<file path="src/rtl/mrsv_pkg.sv">
// Shared types and constants for the mesh region signed volume unit.
// Used by every module of the block; depends on nothing.
`default_nettype none

package mrsv_pkg;

	localparam int REGIONS = 16;
	localparam int REGION_W = 4;
	localparam int REG_AW = $clog2(REGIONS);
	localparam int COORD_W = 16;
	localparam int COORD_BITS = 16;
	localparam int VOL_W = 64;
	localparam int TERM_W = 56;
	localparam int RC_W = 5;
	localparam int DUMP_MAX = (REGIONS < 16) ? REGIONS : 16;
	localparam int DUMP_W = $clog2(DUMP_MAX);
	localparam int QDEPTH = 8;
	localparam int QPTR_W = $clog2(QDEPTH);
	localparam int OCC_W = $clog2(QDEPTH + 1);
	localparam int CFG_INDEX_W = 2;

	localparam logic [RC_W-1:0] RC_RESET = RC_W'(16);
	localparam logic signed [VOL_W-1:0] VOL_MAX = {1'b0, {(VOL_W-1){1'b1}}};
	localparam logic signed [VOL_W-1:0] VOL_MIN = {1'b1, {(VOL_W-1){1'b0}}};

	typedef enum logic [CFG_INDEX_W-1:0] {
		CFG_REGION_COUNT   = 2'd0,
		CFG_OUTSIDE_REGION = 2'd1,
		CFG_DOMAIN_VOLUME  = 2'd2
	} cfg_index_t;

	typedef struct packed {
		logic signed [COORD_W-1:0] ax;
		logic signed [COORD_W-1:0] ay;
		logic signed [COORD_W-1:0] az;
		logic signed [COORD_W-1:0] bx;
		logic signed [COORD_W-1:0] by;
		logic signed [COORD_W-1:0] bz;
		logic signed [COORD_W-1:0] cx;
		logic signed [COORD_W-1:0] cy;
		logic signed [COORD_W-1:0] cz;
		logic [REGION_W-1:0] negative_region;
		logic [REGION_W-1:0] positive_region;
		logic last_triangle;
	} triangle_t;

	typedef struct packed {
		logic [REGION_W-1:0] region_index;
		logic signed [VOL_W-1:0] region_volume;
		logic last_region;
	} result_t;

	typedef struct packed {
		logic [REGION_W-1:0] neg_region;
		logic [REGION_W-1:0] pos_region;
		logic last;
	} item_meta_t;

	typedef struct packed {
		logic signed [TERM_W-1:0] term;
		item_meta_t meta;
	} work_item_t;

	typedef struct packed {
		logic [RC_W-1:0] region_count;
		logic [REGION_W-1:0] outside_region;
		logic signed [VOL_W-1:0] domain_volume;
	} back_cfg_t;

	// Take the low COORD_BITS bits as a two's complement value.
	function automatic logic signed [COORD_W-1:0] coord_sext(input logic [COORD_W-1:0] v);
		logic signed [COORD_W-1:0] r;
		r = $signed(v << (COORD_W - COORD_BITS));
		return r >>> (COORD_W - COORD_BITS);
	endfunction

endpackage

`default_nettype wire

</file>
<file path="src/rtl/mrsv_queue.sv">
// Short FIFO of finished terms between the front end and the table back end.
// Depends on mrsv_pkg.
`default_nettype none

module mrsv_queue import mrsv_pkg::*; (
	input  wire logic        clk,
	input  wire logic        arst_n,
	input  wire logic        push,
	input  wire work_item_t  push_item,
	input  wire logic        pop,
	output logic             valid,
	output work_item_t       head
);

	work_item_t slot_q [QDEPTH];
	logic [QPTR_W-1:0] wr_ptr_q, rd_ptr_q;
	logic [OCC_W-1:0] count_q;

	always_ff @(posedge clk or negedge arst_n) begin
		if (!arst_n) begin
			wr_ptr_q <= '0;
			rd_ptr_q <= '0;
			count_q <= '0;
		end else begin
			if (push) begin
				wr_ptr_q <= wr_ptr_q + QPTR_W'(1);
			end
			if (pop) begin
				rd_ptr_q <= rd_ptr_q + QPTR_W'(1);
			end
			count_q <= count_q + OCC_W'(push) - OCC_W'(pop);
		end
	end

	always_ff @(posedge clk) begin
		if (push) begin
			slot_q[wr_ptr_q] <= push_item;
		end
	end

	assign valid = (count_q != '0);
	assign head = slot_q[rd_ptr_q];

endmodule

`default_nettype wire

</file>
<file path="config.mk">
export PLATFORM = sky130hd
export DESIGN_NAME = mrsv_queue
export DESIGN_NICKNAME = d
export VERILOG_FILES = /design/src/rtl/mrsv_pkg.sv /design/src/rtl/mrsv_queue.sv
export SDC_FILE = /design/constraint.sdc
export NUM_CORES = 1
export LEC_CHECK = 0
export BUFFER_PORTS_ARGS = -buffer_cell sky130_fd_sc_hd__buf_2
export CORE_MARGIN = 2
export CORE_UTILIZATION = 40
export CTS_CLUSTER_DIAMETER = 60
export DETAILED_ROUTE_END_ITERATION = 8
export GPL_TIMING_DRIVEN = 0
export HOLD_SLACK_MARGIN = 0.03
export SKIP_CTS_REPAIR_TIMING = 1
export SYNTH_ARGS = -nofsm -noshare
export SYNTH_HDL_FRONTEND = slang
export SYNTH_SLANG_ARGS = --single-unit
</file>
<file path="constraint.sdc">
create_clock -name clk -period 13.1 [get_ports clk]
set_input_delay 0.655 -clock clk [delete_from_list [all_inputs] [get_ports clk]]
set_output_delay 0.655 -clock clk [all_outputs]
set_load 0.02 [all_outputs]
</file>
After elaboration in Yosys (flattened, before gate mapping)
Memory sizes are Yosys's and may differ from the RTL's.
Cells that the tools add are included.
Storage, ports and cells
  output and inout port bits: 66
  memory bits (read-only): 0
  memories kept: 1
  memory bits (writable): 520
  flip-flop bits (word level): 10
  logic and storage cells: 11
  input bits: 69
  bits in latches: 0
Cells by class
  shift operators: 0
  reduce and logical (&&, ||, !) cells: 1
  bitwise gates (word level): 0
  order comparisons: 0
  multiply operators: 0
  divide/modulo/power cells: 0
  add/subtract/negate cells: 4
  multiplexer cells: 2
  equality and inequality tests: 0
Memories
  slot_q: words 8, bits a word 65, rd ports 1, clocked after memory_dff 0, wr ports 1, line mrsv_queue.sv:15  | work_item_t slot_q [QDEPTH];
Operators by type and width (number)
  adder 3 x 1 -> 3 bit (second input constant): 2
  adder 4 x 1 -> 4 bit: 1
  nonzero test 4 bit: 1
  subtractor 4 x 1 -> 4 bit: 1
  2-to-1 mux 1 bit: 2

Depth between registers and ports, before layout
  word-level depth: 2
  mapped depth: 7

Worst setup path before layout
OpenSTA, ideal clock, no wires.
  kind: input to register
  from: input push
  to: memory slot_q[0][0] in the netlist's numbering, enable pin
  stages: 2
  buffers on the path: 0
  arrival time: 5.167 ns
  library setup time: 0.568 ns
  path slack: 7.366 ns
  path through: nand2b_1 > nor3_1
Between the ends
  cells in the longest elaborated chain, start to end: 2
RTL lines
  from (decl): line mrsv_queue.sv:8  | input wire logic push,
  2-to-1 mux 1 bit: line mrsv_queue.sv:36  | if (push) begin
  2-to-1 mux 1 bit (implied by the code): line mrsv_queue.sv:37  | slot_q[wr_ptr_q] <= push_item;
  to (decl): line mrsv_queue.sv:15
No other way between the ends.

==> summary.md <==
| Metric | Value |
|---|---|
| Drt initial violations | `542` |
| Clk_skew | `0.0112 ns` |
| Die width | `228 um` |
| Distinct cells, synth | `20` |
| Setup_tns | `0 ns` |
| Core footprint | `49,900 um^2` |
| Share of the synthesized area in the top cell type | `77.9%` |
| Vias | `8,829` |
| Max Slew Vio Count | `0` |
| Initial Util | `40.2%` |
| DRC | `0` |
| Hold Worst Slack | `0.333 ns` |
| Net switching share of the total power | `30.6%` |
| CTS tree | `done` |
| Die area | `51,900 um^2` |
| Row count | `82` |
| Syn_nets | `881` |
| Slew @ Worst Pin | `0.900 ns` |
| Grt total ovfl | `0` |
| Worst EP required | `12.44 ns` |
| Leakage power | `7.81 nW` |
| Hold Path Class | `input pin to register` |
| FMAX | `266 MHz` |
| Yosys top cell by area | `edfxtp_1` |
| Post-Syn Area | `20,100 um^2` |
| #FFs+latches synth | `530` |
| Yosys warnings | `0` |
| Setup Viol. Count Final | `0` |
| Clock tree root buffer cell | `clkbuf_16` |
| # clock sinks | `530` |
| Status | `completed` |
| Total track usage | `15.9%` |
| Gate power share | `33.2%` |
| Share of cells above drive strength 1 | `43.6%` |
| Clk buf depth | `3` |
| Multi-input combinational cell area | `3980 um^2` |
| Final core occ | `47.8%` |
| Net Sw Power | `0.00168 W` |
| Vias per std cell | `5.08` |
| First-pass GRT wire length | `61.2 mm` |
| CP startpoint kind | `register` |
| Clock transition at path regs | `0.06 ns` |
| Power per cell area | `231 nW/um^2` |
| Setup repair after global routing missed its margin | `false` |
| Crit Path Category | `register to output port` |
| P&R area growth vs syn | `18.9%` |
| Final nets | `1,103` |
| Port bufs | `134` |
| Relative slew slack | `40.0%` |
| Most frequent cell after synthesis | `edfxtp_1` |
| Final worst-path cycle share | `28.7%` |
| Syn_area_per_cell | `24.9 um^2` |
| Clock power frac | `27.1%` |
| Vias in the first global route | `9,606` |
| DRT Wirelength | `41.0 mm` |
| Clk Latency, worst-skew pair | `0.58 ns` |
| Avg WL per Cell | `23.5 um` |
| Reg area | `15,900 um^2` |
| ANT nets after route | `0` |
| Initial antenna violation count | `4` |
| Synth cell count leaders | `520 x edfxtp_1, 130 x mux4_2, 67 x mux2_2` |
| Max-cap violations | `0` |
| Min Tclk post-route | `3.76 ns` |
| Total CTS buffers | `53` |
| Clock H-tree levels | `2` |
| Post-DP HPWL | `25.6 mm` |
| Final Hold Vio Count | `0` |
| Final setup margin | `9.34 ns` |
| CP Capture Type | `output port` |
| Register area share after synthesis | `79.1%` |
| Filler cell count | `4,146` |
| Post-DP Area | `22,100 um^2` |
| Number of synthesized flops with an enable pin | `520` |
| Mapped Cells | `804` |
| Top-Level Pins | `135` |
| Worst Path Max Fanout | `10` |
| CP Data Arrival Time | `3.10 ns` |
| Int Pwr | `0.00382 W` |
| Synth area leaders | `edfxtp_1 78%, mux4_2 15%, mux2_2 3.8%` |
| Top_reg_cell synth | `edfxtp_1` |
| Die Y | `228 um` |
| TritonRoute pass-1 iters | `4` |
| Design area | `23,800 um^2` |
| Sequential share of power | `39.6%` |
| Dpl ws | `9.89 ns` |
| Worst vdd ir | `0.000122 V` |
| Final Wtd Congestion | `0.673` |
| Largest net degree at the start of global routing | `26` |
| Post-synth ARST share | `1.89%` |
-- power groups by stage --
stage	Clock (W)	Combinational [W]	Sequential, W
floorplan	0	0.00123	0.00223
global placement	0	0.00179	0.00227
detailed placement	0	0.00188	0.00222
CTS	0.00153	0.00189	0.00218
global route	0.00159	0.00197	0.00220
finish	0.00149	0.00183	0.00218
-- logic make-up after synthesis --
kind of cell	count (synthesis)	share of synthesized area, %
DFF	530	79.1
muxes	197	18.4
xor gates and xnor gates	6	0.262
AOI/OAI and AO/OA	2	0.0624
and+or+nand+nor	16	0.356
buffers and inverters	45	1.30
adders and majority gates	8	0.537
-- through the flow --
step	instances	total power [W]
2_1_floorplan	804	0.00346
6_report	1739	0.00551
3_3_place_gp	1610	0.00406
5_1_grt	1738	0.00576
4_1_cts	1737	0.00560
3_5_place_dp	1642	0.00410
-- cell type report --
| cell class | count | share of cell area, % |
|---|---|---|
| diodes | 1 | 0.0105 |
| plain buffers | 37 | 0.965 |
| clock buffers | 66 | 5.94 |
| clock inverters | 29 | 1.21 |
| inverters | 8 | 0.126 |
| multi-input cells | 229 | 16.7 |
| flip-flops and latches | 530 | 66.5 |
| well taps | 672 | 3.53 |
| repair buffers | 167 | 4.99 |
-- sequential cells by signal, indices dropped and copies added (netlist names) --
register,flops
count_q,4
rd_ptr_q,3
slot_q,520
wr_ptr_q,3
-- worst max-delay path, stage by stage, from the launching register on --
cell and delay, ns:
dfrtp_1 0.32, clkbuf_1 0.25, clkbuf_1 0.64, buf_2 0.44, mux4_2 0.37, mux2_2 0.32
buf_2 0.17
-- placed cells by master (no fill, tap or decap) --
cell | netlist | routed
mux4_2 | 130 | 130
inv_1 | 8 | 8
nand2_1 | 4 | 4
a21oi_1 | 1 | 1
a21o_1 | 1 | 1
fa_1 | 1 | 1
inv_6 | 0 | 2
xor2_1 | 3 | 3
bufinv_16 | 0 | 6
nand3_1 | 1 | 1
dlygate4sd3_1 | 0 | 1
clkbuf_1 | 12 | 23
mux2_2 | 67 | 67
nand2b_1 | 3 | 3
nor2_4 | 0 | 6
buf_6 | 10 | 22
buf_1 | 2 | 2
buf_12 | 0 | 15
buf_2 | 13 | 147
ha_1 | 7 | 7
clkbuf_16 | 0 | 55
diode_2 | 0 | 1
xnor2_1 | 3 | 3
edfxtp_1 | 520 | 520
clkinv_2 | 0 | 7
dfrtp_1 | 10 | 10
clkinv_1 | 0 | 13
buf_8 | 0 | 5
clkinvlp_4 | 0 | 1
nor3_2 | 0 | 2
-- final timing paths --
check                                endpoint  cells past startpoint         from  slack, ns
min in group asynchronous          count_q[0]                      2       arst_n       0.47
worst max register to register  slot_q[0][36]                      6  wr_ptr_q[1]      10.82
worst min register to register    wr_ptr_q[1]                      1  wr_ptr_q[1]       0.56
worst max-delay path                 head[64]                      6  rd_ptr_q[2]       9.34
max in group asynchronous         rd_ptr_q[0]                      2       arst_n      12.42
worst min-delay path              wr_ptr_q[0]                      2         push       0.33
-- metal layers --
layer / part of all wire (%) / routed length [um] / global-route usage, % / vias to the layer above
met5: 0.11 / 47 / 0 / -
met4: 1.7 / 695 / 4.35 / 8
met3: 5.1 / 2070 / 3.14 / 60
met2: 50 / 20500 / 26.7 / 195
met1: 43 / 17600 / 21.4 / 4697
li1: - / - / - / 3869
Power figures use the tool's default switching activity.
