### config.mk
export PLATFORM = sky130hd
export DESIGN_NAME = mrsv_back
export DESIGN_NICKNAME = d
export VERILOG_FILES = /design/src/rtl/mrsv_pkg.sv /design/src/rtl/mrsv_back.sv
export SDC_FILE = /design/constraint.sdc
export NUM_CORES = 2
export LEC_CHECK = 0
export ABC_AREA = 1
export BUFFER_PORTS_ARGS = -buffer_cell sky130_fd_sc_hd__buf_2
export CAP_MARGIN = 20
export CELL_PAD_IN_SITES_DETAIL_PLACEMENT = 1
export CELL_PAD_IN_SITES_GLOBAL_PLACEMENT = 2
export CORE_MARGIN = 5
export CORE_UTILIZATION = 40
export CTS_CLUSTER_SIZE = 28
export DETAILED_ROUTE_END_ITERATION = 8
export PLACE_DENSITY = 0.78
export SLEW_MARGIN = 20
export SYNTH_ARGS = -nofsm -noshare
export SYNTH_HDL_FRONTEND = slang
export SYNTH_SLANG_ARGS = --single-unit
### constraint.sdc
create_clock -name clk -period 22 [get_ports clk]
set_input_delay 4.4 -clock clk [delete_from_list [all_inputs] [get_ports clk]]
set_output_delay 4.4 -clock clk [all_outputs]
set_load 0.005 [all_outputs]
### src/rtl/mrsv_pkg.sv
// Shared types and constants for the mesh region signed volume unit.
// Used by every module of the block; depends on nothing.
`default_nettype none

package mrsv_pkg;

	localparam int REGIONS = 16;
	localparam int REGION_W = 4;
	localparam int REG_AW = $clog2(REGIONS);
	localparam int COORD_W = 16;
	localparam int COORD_BITS = 16;
	localparam int VOL_W = 64;
	localparam int TERM_W = 56;
	localparam int RC_W = 5;
	localparam int DUMP_MAX = (REGIONS < 16) ? REGIONS : 16;
	localparam int DUMP_W = $clog2(DUMP_MAX);
	localparam int QDEPTH = 8;
	localparam int QPTR_W = $clog2(QDEPTH);
	localparam int OCC_W = $clog2(QDEPTH + 1);
	localparam int CFG_INDEX_W = 2;

	localparam logic [RC_W-1:0] RC_RESET = RC_W'(16);
	localparam logic signed [VOL_W-1:0] VOL_MAX = {1'b0, {(VOL_W-1){1'b1}}};
	localparam logic signed [VOL_W-1:0] VOL_MIN = {1'b1, {(VOL_W-1){1'b0}}};

	typedef enum logic [CFG_INDEX_W-1:0] {
		CFG_REGION_COUNT   = 2'd0,
		CFG_OUTSIDE_REGION = 2'd1,
		CFG_DOMAIN_VOLUME  = 2'd2
	} cfg_index_t;

	typedef struct packed {
		logic signed [COORD_W-1:0] ax;
		logic signed [COORD_W-1:0] ay;
		logic signed [COORD_W-1:0] az;
		logic signed [COORD_W-1:0] bx;
		logic signed [COORD_W-1:0] by;
		logic signed [COORD_W-1:0] bz;
		logic signed [COORD_W-1:0] cx;
		logic signed [COORD_W-1:0] cy;
		logic signed [COORD_W-1:0] cz;
		logic [REGION_W-1:0] negative_region;
		logic [REGION_W-1:0] positive_region;
		logic last_triangle;
	} triangle_t;

	typedef struct packed {
		logic [REGION_W-1:0] region_index;
		logic signed [VOL_W-1:0] region_volume;
		logic last_region;
	} result_t;

	typedef struct packed {
		logic [REGION_W-1:0] neg_region;
		logic [REGION_W-1:0] pos_region;
		logic last;
	} item_meta_t;

	typedef struct packed {
		logic signed [TERM_W-1:0] term;
		item_meta_t meta;
	} work_item_t;

	typedef struct packed {
		logic [RC_W-1:0] region_count;
		logic [REGION_W-1:0] outside_region;
		logic signed [VOL_W-1:0] domain_volume;
	} back_cfg_t;

	// Take the low COORD_BITS bits as a two's complement value.
	function automatic logic signed [COORD_W-1:0] coord_sext(input logic [COORD_W-1:0] v);
		logic signed [COORD_W-1:0] r;
		r = $signed(v << (COORD_W - COORD_BITS));
		return r >>> (COORD_W - COORD_BITS);
	endfunction

endpackage

`default_nettype wire

### src/rtl/mrsv_back.sv
// Back end: read-modify-write of the region table per item and the per-batch dump.
// Depends on mrsv_pkg.
`default_nettype none

module mrsv_back import mrsv_pkg::*; (
	input  wire logic        clk,
	input  wire logic        arst_n,
	input  wire logic        q_valid,
	input  wire work_item_t  q_item,
	output logic             pop,
	input  wire back_cfg_t   cfg,
	output logic             strobe,
	output result_t          result
);

	typedef enum logic [3:0] {
		OP_NONE = 4'b0001,
		OP_NEG  = 4'b0010,
		OP_POS  = 4'b0100,
		OP_DUMP = 4'b1000
	} acc_op_t;

	typedef struct packed {
		logic signed [VOL_W-1:0] plus;
		logic signed [VOL_W-1:0] minus;
		item_meta_t meta;
	} cur_item_t;

	function automatic logic signed [VOL_W-1:0] sat_add(
		input logic signed [VOL_W-1:0] a,
		input logic signed [VOL_W-1:0] b
	);
		logic signed [VOL_W-1:0] s;
		s = a + b;
		if ((a[VOL_W-1] == b[VOL_W-1]) && (s[VOL_W-1] != a[VOL_W-1])) begin
			return a[VOL_W-1] ? VOL_MIN : VOL_MAX;
		end
		return s;
	endfunction

	function automatic logic in_range(input logic [REGION_W-1:0] r);
		return (int'(r) < REGIONS);
	endfunction

	logic signed [VOL_W-1:0] table_mem [REGIONS];
	logic [REGIONS-1:0] vld_q;

	cur_item_t cur_q;
	logic batch_open_q;
	logic [REGION_W-1:0] seed_idx_q;
	logic signed [VOL_W-1:0] seed_vol_q;

	logic dumping_q;
	logic [DUMP_W-1:0] dump_idx_q, dump_end_q, dump_end_w;

	acc_op_t op_s1;
	logic [REGION_W-1:0] region_s1;
	logic last_s1;
	logic signed [VOL_W-1:0] rd_data_s1;
	logic rd_vld_s1;
	logic fwd_hit_s1;
	logic signed [VOL_W-1:0] fwd_data_s1;

	acc_op_t issue_op;
	logic [REGION_W-1:0] issue_region;
	logic issue_last;
	logic dump_start;
	logic opening;

	logic signed [VOL_W-1:0] eff_data, operand, wr_data;
	logic wr_en;
	logic [REG_AW-1:0] wr_idx, rd_idx;

	logic strobe_q;
	result_t result_q;

	// dump length, clamped to one at least and the table size at most
	always_comb begin
		if (cfg.region_count == '0) begin
			dump_end_w = '0;
		end else if (int'(cfg.region_count) > DUMP_MAX) begin
			dump_end_w = DUMP_W'(DUMP_MAX - 1);
		end else begin
			dump_end_w = DUMP_W'(cfg.region_count - RC_W'(1));
		end
	end

	// pick the table access of this cycle
	always_comb begin
		issue_op = OP_NONE;
		issue_region = '0;
		issue_last = 1'b0;
		dump_start = 1'b0;
		pop = 1'b0;
		if (dumping_q) begin
			issue_op = OP_DUMP;
			issue_region = REGION_W'(dump_idx_q);
			issue_last = (dump_idx_q == dump_end_q);
		end else if (op_s1 == OP_NEG) begin
			issue_op = OP_POS;
			issue_region = cur_q.meta.pos_region;
		end else if (op_s1 == OP_POS && cur_q.meta.last) begin
			issue_op = OP_DUMP;
			issue_region = '0;
			issue_last = (dump_end_w == '0);
			dump_start = 1'b1;
		end else if (q_valid) begin
			issue_op = OP_NEG;
			issue_region = q_item.meta.neg_region;
			pop = 1'b1;
		end
	end

	assign opening = pop && !batch_open_q;
	assign rd_idx = issue_region[REG_AW-1:0];

	// entry not written in this batch reads as its seed
	always_comb begin
		if (fwd_hit_s1) begin
			eff_data = fwd_data_s1;
		end else if (rd_vld_s1) begin
			eff_data = rd_data_s1;
		end else if (region_s1 == seed_idx_q) begin
			eff_data = seed_vol_q;
		end else begin
			eff_data = '0;
		end
	end

	assign operand = (op_s1 == OP_NEG) ? cur_q.plus : cur_q.minus;
	assign wr_data = sat_add(eff_data, operand);
	assign wr_en = (op_s1 == OP_NEG || op_s1 == OP_POS) && in_range(region_s1);
	assign wr_idx = region_s1[REG_AW-1:0];

	always_ff @(posedge clk or negedge arst_n) begin
		if (!arst_n) begin
			op_s1 <= OP_NONE;
			dumping_q <= 1'b0;
			dump_idx_q <= '0;
			dump_end_q <= '0;
			batch_open_q <= 1'b0;
			vld_q <= '0;
			strobe_q <= 1'b0;
		end else begin
			op_s1 <= issue_op;
			strobe_q <= (op_s1 == OP_DUMP);
			if (dump_start) begin
				dump_end_q <= dump_end_w;
				dump_idx_q <= DUMP_W'(1);
				dumping_q <= !issue_last;
			end else if (dumping_q) begin
				dump_idx_q <= dump_idx_q + DUMP_W'(1);
				if (issue_last) begin
					dumping_q <= 1'b0;
				end
			end
			if (issue_op == OP_DUMP && issue_last) begin
				batch_open_q <= 1'b0;
			end else if (opening) begin
				batch_open_q <= 1'b1;
			end
			if (opening) begin
				vld_q <= '0;
			end else if (wr_en) begin
				vld_q[wr_idx] <= 1'b1;
			end
		end
	end

	always_ff @(posedge clk) begin
		if (wr_en) begin
			table_mem[wr_idx] <= wr_data;
		end
		rd_data_s1 <= table_mem[rd_idx];
	end

	always_ff @(posedge clk) begin
		region_s1 <= issue_region;
		last_s1 <= issue_last;
		rd_vld_s1 <= opening ? 1'b0 : vld_q[rd_idx];
		fwd_hit_s1 <= wr_en && (wr_idx == rd_idx);
		fwd_data_s1 <= wr_data;
		if (pop) begin
			cur_q.plus <= VOL_W'(q_item.term);
			cur_q.minus <= -VOL_W'(q_item.term);
			cur_q.meta <= q_item.meta;
		end
		if (opening) begin
			seed_idx_q <= cfg.outside_region;
			seed_vol_q <= cfg.domain_volume;
		end
		result_q.region_index <= region_s1;
		result_q.region_volume <= eff_data;
		result_q.last_region <= last_s1;
	end

	assign strobe = strobe_q;
	assign result = result_q;

	a_dump_follows_last: assert property (@(posedge clk) disable iff (!arst_n)
		(op_s1 == OP_POS && cur_q.meta.last) |=> (op_s1 == OP_DUMP))
		else $error("dump did not follow the last triangle");

	a_dump_in_bounds: assert property (@(posedge clk) disable iff (!arst_n)
		dumping_q |-> (dump_idx_q <= dump_end_q))
		else $error("dump index ran past the dump length");

	a_open_no_write: assert property (@(posedge clk) disable iff (!arst_n)
		opening |-> !wr_en)
		else $error("batch opened while a table write was in flight");

	a_no_pop_mid_dump: assert property (@(posedge clk) disable iff (!arst_n)
		(dumping_q || op_s1 == OP_NEG) |-> !pop)
		else $error("item popped while the table was busy");

endmodule

`default_nettype wire

Yosys cells after proc, flatten, opt, wreduce, memory -nomap -nowiden
Memories as Yosys holds them, arrays and structs flattened. A register that Yosys moved wholly into a read port is not among the register bits. Index checks and enable logic that the tools add are counted.

Memories: 1. Output and inout bits: 71. Input bits: 141. Bits in writable memories: 1024. Flip-flop bits (word level): 364.

Memory list: table_mem (depth 16, bits a word 64, rd ports 1, clocked after Yosys merged registers in 1, wr ports 1, RTL line mrsv_back.sv:45) `logic signed [VOL_W-1:0] table_mem [REGIONS];`.

Eq/ne operators: 9. Magnitude comparators: 4. Add/subtract/negate cells: 4. Bitwise operators: 1. Muxes and demuxes: 43. Reduce and logical (&&, ||, !) cells: 14.

Operator list (count): $mux 64 (7); $add 64x64->64 (1); $neg 56->64 (1); $mux 4 (11); $mux 16 (2); $mux 1 (20); $or 16x16->16 (1); $eq 4x4->1 (3); $lt 4x5->1 const B (2); $eq 4x4->1 const B (2); $logic_and 1x1->1 (6); $reduce_bool 2->1 (3); $gt 5x5->1 const B (1); $logic_not 5->1 (1); $add 4x1->4 const B (1); $bmux 1 s4 (1); $demux 1 s4 (1); $eq 4x2->1 const B (1); $eq 4x3->1 const B (1); $ge 4x1->1 const B (1); $logic_not 4->1 (1); $sub 4x1->4 const B (1); $logic_not 1->1 (2); $mux 2 (1); other kinds (3) (3).

Longest topological paths before layout
Depth in word-level cells: 10. Mapped depth: 23.

Worst setup path after synthesis
Ideal clock, no wire load.

Kind: input port to output port. Start point: input q_valid. End point: output pop. Buffers on the path: 0. Slack: 9.852 ns. Arrival time: 7.748 ns. Cell stages on the path: 2. Required time: 17.600 ns. Cell sequence: nand2_1 -> nor2_2.

Cells in the longest elaborated chain, start to end: 4.

RTL lines: from (decl) (RTL line mrsv_back.sv:8) `input wire logic q_valid,`; $mux 1 (RTL line mrsv_back.sv:107) `end else if (q_valid) begin`; $mux 1 (RTL line mrsv_back.sv:102) `end else if (op_s1 == OP_POS && cur_q.meta.last) begin`; $mux 1 (RTL line mrsv_back.sv:99) `end else if (op_s1 == OP_NEG) begin`; $mux 1 (RTL line mrsv_back.sv:95) `if (dumping_q) begin`; to (decl) (RTL line mrsv_back.sv:10) `output logic pop,`.

Every way passes these cells.

Worst setup path in the final report
Ends and elaborated chain as after synthesis.

==> reports/qor.yml <==
synthesis:
  synthArstFlopShare_pct: 2.14
  synth-edff-count: 1216
  synth_area_per_cell_sq_um: 10.8
  syn_nets: 5962
  synth_simple_gate_area_share_pct: 13.9
  syn_area_sq_um: 62300
  synth-adder-area-share_pct: 1.36
  synthMuxAreaShare_pct: 0
  yosysTopAreaCell: "edfxtp_1"
  synth_seq_cells: 1451
  synth_compound_area_share_pct: 10.7
  synth_top_family_by_area: "simple AND/OR/NAND/NOR gates"
  synth_ff_type: "edfxtp_1"
  ys_types: 43
  yosys-top-cells-area: "edfxtp_1 59%, nand2_1 7.4%, dfxtp_1 6.6%"
  synthXorXnorAreaFrac_pct: 1.31
  synthCells: 5754
  yosysWarningCount: 0
  ys_seq_area_share_pct: 66.4
  synth_top_cell_area_share_pct: 58.6
setup_path:
  crit_arrival_ns: 5.33
  crit_type: "in2out"
  path_max_fanout: 9
  start_kind: "primary input"
  cp-end-kind: "output pin"
  cp_data_required_time_ns: 17.60
clocking:
  clock_path_buffers: 3
  clkSinkCount: 1451
  cts_resized: 0
  h-tree-depth: 4
  cts_root_buf: "clkbuf_16"
  ctsHoldBuffers: 0
  cts_setup_buffers: 0
  tritoncts: "done"
  clk_pin_slew_ns: 0.06
  cts_made_buffers: 150
  worstSkewPairLatency_ns: 0.78
sta:
  slew_viol_final: 0
  fin_setup_tns_ns: 0
  worst_slew_pin_slew_ns: 1.15
  slew_headroom_pct: 23.3
  hold_viol_final: 0
  fmax_mhz: 103
  finalSetupViolCount: 0
  fin_crit_ns: 9.73
  period_share_pct: 44.2
  rsz0062_at_grt: "no"
  finalClockSkew_ns: 0.0240
die:
  core_sq_um: 154000
  die_y_um: 405
  start_util_pct: 40.3
  die-area_sq_um: 164000
  ios: 212
  num_rows: 144
  dieWidth_um: 405
drt:
  drt_iter0_markers: 3669
  wire_per_inst_um: 25.5
  ant_nets: 0
  drt-total-wl_um: 206000
  viasPerCell: 5.51
  detail_route.drc_violations: 0
  firstDrtPassIters: 5
  vias: 44573
finish:
  fill_cells: 16648
  layout-drive-gt1-share_pct: 9.95
  syn_to_final_growth_pct: 13.2
  nets: 6123
min_path:
  min_path_type: "reg2reg"
global_routing:
  grt_pass1_vias: 45878
  grt-ovfl-total: 0
  grt_usage_pct: 24.7
  grt_max_degree: 236
  antenna_found_initial: 11
  grt_pass1_wl_um: 300000
placed_design:
  post-dp-hpwl_um: 129000
  gp_congestion: 0.969
  portBuffers: 211
job:
  cap_violations: 0
status:
  status: "complete, no violations"
## critical path, stage by stage
cell,delay [ns]
buf_2,0.12
nand2_1,0.10
nor2_4,0.30
buf_4,0.25
buf_2,0.14
## sequential cells by signal (all words and copies together) (netlist names), 4 cells and up
register     flops
dump_idx_q       4
fwd_data_s1     64
result          69
cur_q          124
rd_data_s1      64
dump_end_q       4
seed_vol_q      64
op_s1            4
table_mem     1024
seed_idx_q       4
vld_q           16
region_s1        4
## routing by layer
| metal | vias to the layer above | GRT usage [%] | share of wire (%) | wire length [um] |
|---|---|---|---|---|
| li1 | 20292 | - | - | - |
| met2 | 1357 | 41.4 | 48 | 98400 |
| met5 | - | 0 | 0.015 | 30 |
| met3 | 345 | 3.25 | 6.0 | 12400 |
| met1 | 22573 | 33.4 | 43 | 88300 |
| met4 | 6 | 8.33 | 3.3 | 6700 |
## through the flow
stage | instances | instance area, sq um | utilization (%) | hold slack [ns] | worst slack, ns
final | 8085 | 70500 | 45.7 | 0.334 | 12.27
after global routing | 8082 | 70500 | 45.7 | 0.353 | 12.19
after CTS | 8082 | 70500 | 45.7 | 0.340 | 12.21
after detailed placement | 7807 | 65500 | 42.4 | 0.326 | 12.21
after global placement | 7806 | 65500 | 42.4 | 0.317 | 12.23
after floorplan | 5754 | 62300 | - | 0.310 | 9.85
## cells in the mapped netlist (33+ instances only)
master,n
a21oi_1,320
buf_2,128
clkbuf_1,134
dfxtp_1,204
edfxtp_1,1216
ha_1,66
inv_1,703
nand2_1,1225
nand3_1,421
nor2_1,309
nor3_1,41
o211ai_1,513
o21ai_0,182
o21ai_1,33
xnor2_1,50
xor2_1,43
## final timing paths
kind | end | slack, ns | startpoint | depth (start not counted)
setup / recovery | pop | 12.27 | q_valid | 5
hold / removal | result[0]$_DFF_P_ | 0.33 | last_s1$_DFF_P_ | 0
setup reg to reg | table_mem[12][29]$_DFFE_PP_ | 15.46 | region_s1[2]$_DFF_P_ | 17
hold reg to reg | result[0]$_DFF_P_ | 0.33 | last_s1$_DFF_P_ | 0
max in group asynchronous | vld_q[10]$_DFFE_PN0P_ | 17.68 | arst_n | 1
min in group asynchronous | strobe$_DFF_PN0_ | 3.73 | arst_n | 1
## area by class of cell
class	count	area, sq um	share of cell area (%)
tap	2044	2560	3.63
timing repair buffer	298	1720	2.44
clock buffer	210	4460	6.33
inverter	709	2680	3.80
sequential	1451	41400	58.7
clock inverter	65	519	0.736
multi-input combinational	3305	17200	24.4
antenna	3	7.51	0.0106
## logic make-up (layout without fill, tap and decap cells)
| logic type | Yosys count | after routing |
|---|---|---|
| adders and majority gates | 67 | 67 |
| AOI/OAI and AO/OA | 1070 | 1070 |
| DFF | 1451 | 1451 |
| other | 0 | 3 |
| and+or+nand+nor | 2075 | 2075 |
| buffers and inverters | 998 | 1282 |
| xor gates and xnor gates | 93 | 93 |
## cell usage in the layout (no fill, tap or decap), drive strengths merged
cell      instances
o21ai           215
bufinv            4
dfrtp            30
or2               1
dfxtp           204
fa                1
nand4            27
edfxtp         1216
nor3             42
and3              1
xnor2            50
clkinv           51
a31oi             5
diode             3
inv             714
or4               1
o21bai           12
o21a              1
xor2             43
buf             298
o2111ai           1
ha               66
nand3           426
nand2          1234
dfstp             1
a21oi           321
clkbuf          210
o211ai          513
o22ai             1
a211o             1
nor4             11
nand3b           14
nor2            318
clkinvlp          5
Power is not shown: default switching activity piles up to over one toggle a cycle in this logic, so the estimate is an artifact.
